**src/lmbcs_pkg.sv**
```systemverilog
package lmbcs_pkg;

  // Decoder sequence state carried from byte to byte
  typedef struct packed {
    logic [7:0] lead_class;
    logic [1:0] bytes_pending;
    logic [7:0] first_trail;
    logic       terminated;
  } seq_state_t;

  // Result of decoding one byte
  typedef struct packed {
    logic [15:0] code_point;
    logic        char_valid;
  } dec_result_t;

  localparam logic [7:0]  LEAD_END    = 8'h00;
  localparam logic [7:0]  LEAD_GRP1   = 8'h01;
  localparam logic [7:0]  LEAD_UCS    = 8'h14;
  localparam logic [7:0]  LEAD_TWO_LO = 8'h10;
  localparam logic [7:0]  LEAD_TWO_HI = 8'h17;
  localparam logic [7:0]  LEAD_ONE_LO = 8'h18;
  localparam logic [7:0]  LEAD_ONE_HI = 8'h1F;
  localparam logic [7:0]  CTRL_LO     = 8'h02;
  localparam logic [7:0]  CTRL_HI     = 8'h0F;
  localparam logic [7:0]  CHAR_TAB    = 8'h09;
  localparam logic [7:0]  CHAR_LF     = 8'h0A;
  localparam logic [7:0]  CHAR_CR     = 8'h0D;
  localparam logic [7:0]  ASCII_MAX   = 8'h7F;
  localparam logic [15:0] PUA_LO      = 16'hE000;
  localparam logic [15:0] PUA_HI      = 16'hF8FF;

  // Group-1 code page, indexed by byte value
  localparam logic [15:0] GRP1_ROM [256] = '{
    16'h0000, 16'h263A, 16'h263B, 16'h2665, 16'h2666, 16'h2663, 16'h2660, 16'h2022,
    16'h25D8, 16'h25CB, 16'h25D9, 16'h2642, 16'h2640, 16'h266A, 16'h266B, 16'h263C,
    16'h25BA, 16'h25C4, 16'h2195, 16'h203C, 16'h00B6, 16'h00A7, 16'h25AC, 16'h21A8,
    16'h2191, 16'h2193, 16'h2192, 16'h2190, 16'h221F, 16'h2194, 16'h25B2, 16'h25BC,
    16'h00A8, 16'h007E, 16'h02DA, 16'h005E, 16'h0060, 16'h00B4, 16'h201C, 16'h0027,
    16'h2026, 16'h2013, 16'h2014, 16'h2018, 16'h2019, 16'h0000, 16'h2039, 16'h203A,
    16'h00A8, 16'h007E, 16'h02DA, 16'h005E, 16'h0060, 16'h00B4, 16'h201E, 16'h201A,
    16'h201D, 16'h2017, 16'h0000, 16'h00A0, 16'h0000, 16'hFFFD, 16'h0000, 16'h0000,
    16'h0152, 16'h0153, 16'h0178, 16'h02D9, 16'h02DA, 16'h0000, 16'h255E, 16'h255F,
    16'h258C, 16'h2590, 16'h25CA, 16'h2318, 16'hF8FF, 16'hF8FE, 16'h2126, 16'h0000,
    16'h2568, 16'h2564, 16'h2565, 16'h2559, 16'h2558, 16'h2552, 16'h2553, 16'h256B,
    16'h256A, 16'h2561, 16'h2562, 16'h2556, 16'h2555, 16'h255C, 16'h255B, 16'h2567,
    16'h0133, 16'h0132, 16'hF8FD, 16'hF8FC, 16'h0149, 16'h0140, 16'h013F, 16'h00AF,
    16'h02D8, 16'h02DD, 16'h02DB, 16'h02C7, 16'h007E, 16'h005E, 16'h0000, 16'h0000,
    16'h2020, 16'h2021, 16'h0126, 16'h0127, 16'h0166, 16'h0167, 16'h2122, 16'h2113,
    16'h014A, 16'h014B, 16'h0138, 16'h0000, 16'hF8FB, 16'h2310, 16'h20A4, 16'h20A7,
    16'h00C7, 16'h00FC, 16'h00E9, 16'h00E2, 16'h00E4, 16'h00E0, 16'h00E5, 16'h00E7,
    16'h00EA, 16'h00EB, 16'h00E8, 16'h00EF, 16'h00EE, 16'h00EC, 16'h00C4, 16'h00C5,
    16'h00C9, 16'h00E6, 16'h00C6, 16'h00F4, 16'h00F6, 16'h00F2, 16'h00FB, 16'h00F9,
    16'h00FF, 16'h00D6, 16'h00DC, 16'h00F8, 16'h00A3, 16'h00D8, 16'h00D7, 16'h0192,
    16'h00E1, 16'h00ED, 16'h00F3, 16'h00FA, 16'h00F1, 16'h00D1, 16'h00AA, 16'h00BA,
    16'h00BF, 16'h00AE, 16'h00AC, 16'h00BD, 16'h00BC, 16'h00A1, 16'h00AB, 16'h00BB,
    16'h2591, 16'h2592, 16'h2593, 16'h2502, 16'h2524, 16'h00C1, 16'h00C2, 16'h00C0,
    16'h00A9, 16'h2563, 16'h2551, 16'h2557, 16'h255D, 16'h00A2, 16'h00A5, 16'h2510,
    16'h2514, 16'h2534, 16'h252C, 16'h251C, 16'h2500, 16'h253C, 16'h00E3, 16'h00C3,
    16'h255A, 16'h2554, 16'h2569, 16'h2566, 16'h2560, 16'h2550, 16'h256C, 16'h00A4,
    16'h00F0, 16'h00D0, 16'h00CA, 16'h00CB, 16'h00C8, 16'h0131, 16'h00CD, 16'h00CE,
    16'h00CF, 16'h2518, 16'h250C, 16'h2588, 16'h2584, 16'h00A6, 16'h00CC, 16'h2580,
    16'h00D3, 16'h00DF, 16'h00D4, 16'h00D2, 16'h00F5, 16'h00D5, 16'h00B5, 16'h00FE,
    16'h00DE, 16'h00DA, 16'h00DB, 16'h00D9, 16'h00FD, 16'h00DD, 16'h00AF, 16'h00B4,
    16'h00AD, 16'h00B1, 16'h2017, 16'h00BE, 16'h00B6, 16'h00A7, 16'h00F7, 16'h00B8,
    16'h00B0, 16'h00A8, 16'h00B7, 16'h00B9, 16'h00B3, 16'h00B2, 16'h25A0, 16'h00A0
  };

endpackage

```
**src/lmbcs_decode.sv**
```systemverilog
// Byte classifier, table lookup and next-state logic for one byte.
module lmbcs_decode (
  input  logic [7:0]              in_byte,
  input  logic                    last_byte,
  input  lmbcs_pkg::seq_state_t   state,
  output lmbcs_pkg::seq_state_t   state_next,
  output lmbcs_pkg::dec_result_t  result
);

  logic [1:0]  pend_dec;
  logic [15:0] rom_val;
  logic [15:0] ucs_val;
  logic [15:0] cp;
  logic        valid;
  logic        is_skip1;
  logic        is_two;

  assign pend_dec = state.bytes_pending - 2'd1;
  assign rom_val  = lmbcs_pkg::GRP1_ROM[in_byte];
  assign ucs_val  = {state.first_trail, in_byte};

  assign is_two   = (in_byte >= lmbcs_pkg::LEAD_TWO_LO) && (in_byte <= lmbcs_pkg::LEAD_TWO_HI);
  assign is_skip1 = ((in_byte >= lmbcs_pkg::CTRL_LO) && (in_byte <= lmbcs_pkg::CTRL_HI) &&
                     (in_byte != lmbcs_pkg::CHAR_TAB) && (in_byte != lmbcs_pkg::CHAR_LF) &&
                     (in_byte != lmbcs_pkg::CHAR_CR)) ||
                    ((in_byte >= lmbcs_pkg::LEAD_ONE_LO) && (in_byte <= lmbcs_pkg::LEAD_ONE_HI));

  always_comb begin
    state_next = state;
    cp         = '0;
    valid      = 1'b0;
    if (state.terminated) begin
      // string ended, wait for the final byte
    end else if (state.bytes_pending != 2'd0) begin
      state_next.bytes_pending = pend_dec;
      if (state.lead_class == lmbcs_pkg::LEAD_GRP1) begin
        cp    = rom_val;
        valid = (rom_val != 16'h0000);
      end else if (state.lead_class == lmbcs_pkg::LEAD_UCS) begin
        if (pend_dec != 2'd0) begin
          state_next.first_trail = in_byte;
        end else begin
          cp    = ucs_val;
          valid = !((ucs_val >= lmbcs_pkg::PUA_LO) && (ucs_val <= lmbcs_pkg::PUA_HI));
        end
      end
      if (pend_dec == 2'd0) begin
        state_next.lead_class = '0;
      end
    end else if (in_byte == lmbcs_pkg::LEAD_END) begin
      state_next.terminated = 1'b1;
    end else if (in_byte == lmbcs_pkg::LEAD_GRP1 || is_skip1) begin
      state_next.lead_class    = in_byte;
      state_next.bytes_pending = 2'd1;
    end else if (is_two) begin
      state_next.lead_class    = in_byte;
      state_next.bytes_pending = 2'd2;
    end else if (in_byte <= lmbcs_pkg::ASCII_MAX) begin
      cp    = {8'h00, in_byte};
      valid = 1'b1;
    end else begin
      cp    = rom_val;
      valid = (rom_val != 16'h0000);
    end

    // final byte drops any open sequence and rearms for the next string
    if (last_byte) begin
      state_next = '0;
    end

    result.code_point = valid ? cp : 16'h0000;
    result.char_valid = valid;
  end

endmodule

```
**src/lmbcs_byte_stream_decoder.sv**
```systemverilog
// An accepted byte is held in the input register, decoded, and loaded into the result
// register once that register can advance; the result can be taken from there.
// Throughput: one byte per cycle unless out_stall holds; each byte is decoded in a
// single pass from input to result register; sequence state updates in the same cycle.
// Reset (rst, synchronous): empties both stages and clears the sequence state, so the
// next byte is taken as the start of a new string.
module lmbcs_byte_stream_decoder (
  input  logic        clk,
  input  logic        rst,
  input  logic        in_valid,
  output logic        in_stall,
  input  logic [7:0]  in_byte,
  input  logic        last_byte,
  output logic        out_valid,
  input  logic        out_stall,
  output logic [15:0] code_point,
  output logic        char_valid,
  output logic        end_of_string
);

  // Input register stage
  logic       s1_valid;
  logic [7:0] s1_byte;
  logic       s1_last;

  // Sequence state across bytes (lead byte, trailing count, saved trail, terminated)
  lmbcs_pkg::seq_state_t  state;
  lmbcs_pkg::seq_state_t  state_next;
  lmbcs_pkg::dec_result_t dec;

  // Result register loads when empty or when its request is taken this cycle.
  logic adv;
  assign adv      = !out_valid || !out_stall;
  // Input stage holds only while its byte cannot move into the result register.
  assign in_stall = s1_valid && !adv;

  lmbcs_decode u_decode (
    .in_byte    (s1_byte),
    .last_byte  (s1_last),
    .state      (state),
    .state_next (state_next),
    .result     (dec)
  );

  // Control: stage valids and sequence state
  always_ff @(posedge clk) begin
    if (rst) begin
      s1_valid  <= 1'b0;
      out_valid <= 1'b0;
      state     <= '0;
    end else begin
      if (!in_stall) begin
        s1_valid <= in_valid;
      end
      if (adv) begin
        out_valid <= s1_valid;
        if (s1_valid) begin
          state <= state_next;
        end
      end
    end
  end

  // Payload registers
  always_ff @(posedge clk) begin
    if (!in_stall && in_valid) begin
      s1_byte <= in_byte;
      s1_last <= last_byte;
    end
    if (adv && s1_valid) begin
      code_point    <= dec.code_point;
      char_valid    <= dec.char_valid;
      end_of_string <= s1_last;
    end
  end

endmodule

```
**config.mk**
```make
export PLATFORM = sky130hd
export DESIGN_NAME = lmbcs_byte_stream_decoder
export DESIGN_NICKNAME = d
export VERILOG_FILES = /design/src/lmbcs_pkg.sv /design/src/lmbcs_decode.sv /design/src/lmbcs_byte_stream_decoder.sv
export SDC_FILE = /design/constraint.sdc
export NUM_CORES = 1
export LEC_CHECK = 0
export CAP_MARGIN = 15
export CORE_MARGIN = 3
export CORE_UTILIZATION = 40
export DETAILED_ROUTE_END_ITERATION = 8
export DONT_BUFFER_PORTS = 1
export PLACE_DENSITY = 0.64
export SYNTH_ARGS = -nofsm -noshare
export SYNTH_HDL_FRONTEND = slang
export SYNTH_SLANG_ARGS = --single-unit
export TNS_END_PERCENT = 20
```
**constraint.sdc**
```tcl
create_clock -name clk -period 3.73 [get_ports clk]
set_input_delay 0.5595 -clock clk [delete_from_list [all_inputs] [get_ports clk]]
set_output_delay 0.5595 -clock clk [all_outputs]
set_load 0.005 [all_outputs]
```
==> key figures <==
Critical path
  – WP data required: approximately 3.7 ns
  – Worst Path Max Fanout: 20
  – CP max stage delay: about 0.6 ns
  – Crit path depth: 10
  – R2r startpoint: s1_byte[0]
  – Cell repeated most along the worst path: a311oi_1
  – R2r worst-path depth: 10
  – Critical path endpoint category: flip-flop
  – Flop-to-flop setup slack: between 0.15 and 0.2 ns
  – CP delay by family, top: compound AO/OA/AOI/OAI gates
  – Crit Path Category: flip-flop to flip-flop
  – CP Cell Sequence: buf_12 > ha_1 > nand2_1 > a311oi_1 > buf_4 > a311oi_1 > o221ai_1 > o2111ai_1 > nor3_1 > a31oi_1
  – CP max-delay cell: o221ai_1
  – Crit path arrival time: roughly 3.6 ns
  – WP buf/inv: 2
  – CP Launch Type: flip-flop
  – Reg-to-reg critical path endpoint: char_valid

Logic synthesis
  – Post-synthesis cell area: about 5700 um2
  – Post-synth EDFFs: 27
  – Warning count from the yosys run: 0
  – Syn Inst Count: ~750
  – Post-synth ARST share: 0
  – Avg Cell Area, Syn: between 7 and 8 um2
  – Post-synthesis mux area share: 0.0216
  – Synth Register Bits: 48
  – Post-Synth Adder-Cell Area: 0.0287
  – Cell taking the most area after synthesis: edfxtp_1
  – Post-synthesis xor/xnor area fraction: 0.00309
  – Largest family of logic cells by synthesized area: compound AO/OA/AOI/OAI gates
  – Synth Flop Type: edfxtp_1
  – Seq/Total Area, Yosys: 0.217
  – Synth Net Count: slightly below 800
  – Synth Area in Compound Gates: 0.354
  – Post-Synth Simple-Gate Area: 0.287
  – Synth area leaders: edfxtp_1 (14%), dfxtp_1 (7.4%), a21oi_1 (5.5%), nand2b_1 (5.0%), nor2_1 (4.0%)
  – Yosys cell types: 88
  – Share of the synthesized area in the top cell type: 0.143

Power
  – Pwr Density: between 200 and 300 nW/um2
  – VDD IR max: about 0.0002 V
  – Pleak: between 2 and 2.5 nW

Global route
  – Vias in the first global route: between 6000 and 7000
  – Largest net degree at the start of global routing: 84
  – First-pass GRT wire length: approximately 40 mm
  – Grt ovf: 0
  – Initial antenna violation count: 0
  – Gr usage total: 0.331

Routing
  – Via/cell ratio: between 7 and 8
  – DRT Pass-1 Iters: 9
  – # DRC: 0
  – DR WL/cell: between 30 and 40 um
  – Post-route ant nets: 0
  – Drt first-iter violations: around 1600
  – Final wirelength: approximately 27 mm
  – Via Count: around 6800

Clock tree
  – # clock sinks: 48
  – CTS H-tree depth: 2
  – Worst-path clk slew: 0.07 ns
  – Root Driver: clkbuf_16
  – CTS Buf Count: 5
  – Clock buffer depth: 2
  – Postcts setup bufs: 0
  – CTS tree: done
  – Cells resized by post-CTS repair: 0
  – Clk Latency, worst-skew pair: ~0.30 ns
  – CTS Hold Buffers Added: 0

Timing
  – Worst Tran Pin Value: between 0.8 and 0.9 ns
  – Worst clock skew: approximately 0.0071 ns
  – Max Slew Vio Count: 0
  – Slew headroom: 0.436
  – Crit share post-route: 0.959
  – Final setup vio count: 0
  – Setup TNS: 0 ns
  – RSZ-0062 raised after global routing: false
  – Achievable Freq: roughly 280 MHz
  – Minimum clock period: 3.58 ns
  – Final hold vios: 0

Floorplan
  – Die Span Y: about 130 um
  – I/O pin cnt: 33
  – Die W: about 130 um
  – Die ar.: ~16000 um2
  – Num rows: 42
  – Core Footprint: about 14000 um2
  – Starting density of the core: 0.418

Run status
  – Status: finished clean

Placed design
  – I/O Buffers: 0
  – Gpl congestion: 1.10
  – DP Area: 5880 um2
  – Post-DP HPWL: approximately 19 mm

Finish
  – Number of diodes: 0
  – Register Area: 1230 um2
  – Area of the multi-input gates: around 3900 um2
  – Most frequent cells in the layout: a21oi_1 (62), nor2_1 (60), nand2_1 (56)
  – Fraction of layout cells with a size suffix above 1: 0.108
  – Net count reported at finish: 750
  – Commonest non-fill, non-tap cell in the layout: a21oi_1
  – Area grow syn2layout: 6.47%
  – Fill count: around 1400
  – Finished Cell Area: between 6000 and 7000 um2

Run
  – Max-cap check violation count: 0

Hold path
  – Hold Crit Depth: 1
  – Worst min-delay path category: primary input to flip-flop
  – Hold wc startpoint: rst
  – Hold Path End: state[8]
[cells in the mapped netlist (all sizes together) (4+ instances only)]
library cell / count
clkbuf: 24
a41oi: 4
o32ai: 5
nor3: 28
and3b: 6
or2: 7
a21o: 9
nand3: 25
nor2b: 25
o31ai: 11
o221ai: 8
o21ai: 38
dfxtp: 21
ha: 13
nor4: 6
o21a: 4
o211ai: 15
a32oi: 5
nand2: 56
edfxtp: 27
or3: 7
mux2i: 10
o41ai: 4
a31oi: 21
a2bb2oi: 4
a22oi: 6
nand2b: 45
a221o: 5
a221oi: 9
and3: 5
a211oi: 18
and2: 9
nor2: 61
buf: 57
a2111oi: 4
nand4: 10
a311oi: 11
a21oi: 62
o311ai: 12
inv: 12
[report_power, final]
part / internal (mW) / leakage (nW) / switching (mW)
clock network: 0.268 / 0.0777 / 0.207
registers: 0.585 / 0.427 / 0.0267
logic: 0.218 / 1.56 / 0.446
total: 1.07 / 2.06 / 0.680
[how the worst max path moves through the flow]
stage	start	endpoint	slack, ns
finish	s1_byte[0]	char_valid	0.15
global route	s1_byte[0]	char_valid	0.05
global placement	s1_byte[0]	char_valid	0.26
detailed placement	s1_byte[0]	char_valid	0.37
floorplan	s1_byte[1]	char_valid	0.71
CTS	s1_byte[0]	char_valid	0.35
[per-stage QoR]
stage                util  instances  power, mW  worst slack [ns]  hold slack (ns)
finish              0.445        901       1.75             0.153            0.320
global route        0.445        901       1.80            0.0513            0.306
CTS                 0.445        901       1.72             0.347            0.320
detailed placement  0.434        893       1.24             0.369            0.476
global placement    0.434        893       1.26             0.261            0.459
floorplan               -        752       1.03             0.707            0.424
[logic make-up (layout without fill, tap and decap cells)]
| kind of cell | count (synthesis) | in the layout |
|---|---|---|
| AND/OR/NAND/NOR | 305 | 305 |
| buffers and inverters | 93 | 66 |
| flip-flops | 48 | 48 |
| AO/OA/AOI/OAI | 279 | 279 |
| multiplexers | 12 | 12 |
| adder cells (fa/ha/maj) | 13 | 13 |
| XOR/XNOR | 2 | 2 |
[area by class of cell]
type                            instances  area share
Clock buffer                            6      0.0230
Inverter                               12     0.00747
Tap cell                              176      0.0365
Multi-Input combinational cell        611       0.653
Clock inverter                          2     0.00207
Timing Repair Buffer                   46      0.0738
Sequential cell                        48       0.204
[state kept, by name, summed over array words and instances (netlist names)]
signal,count
char_valid,1
code_point,16
end_of_string,1
out_valid,1
s1_byte,8
s1_last,1
s1_valid,1
state,19
[metal layers]
metal / vias to the layer above / part of all wire / track usage
li1: 2813 / - / -
met1: 3113 / 0.37 / 0.443
met2: 717 / 0.40 / 0.472
met3: 172 / 0.14 / 0.0994
met4: 0 / 0.079 / 0.186
met5: - / 0 / 0
Power figures use the tool's default switching activity.
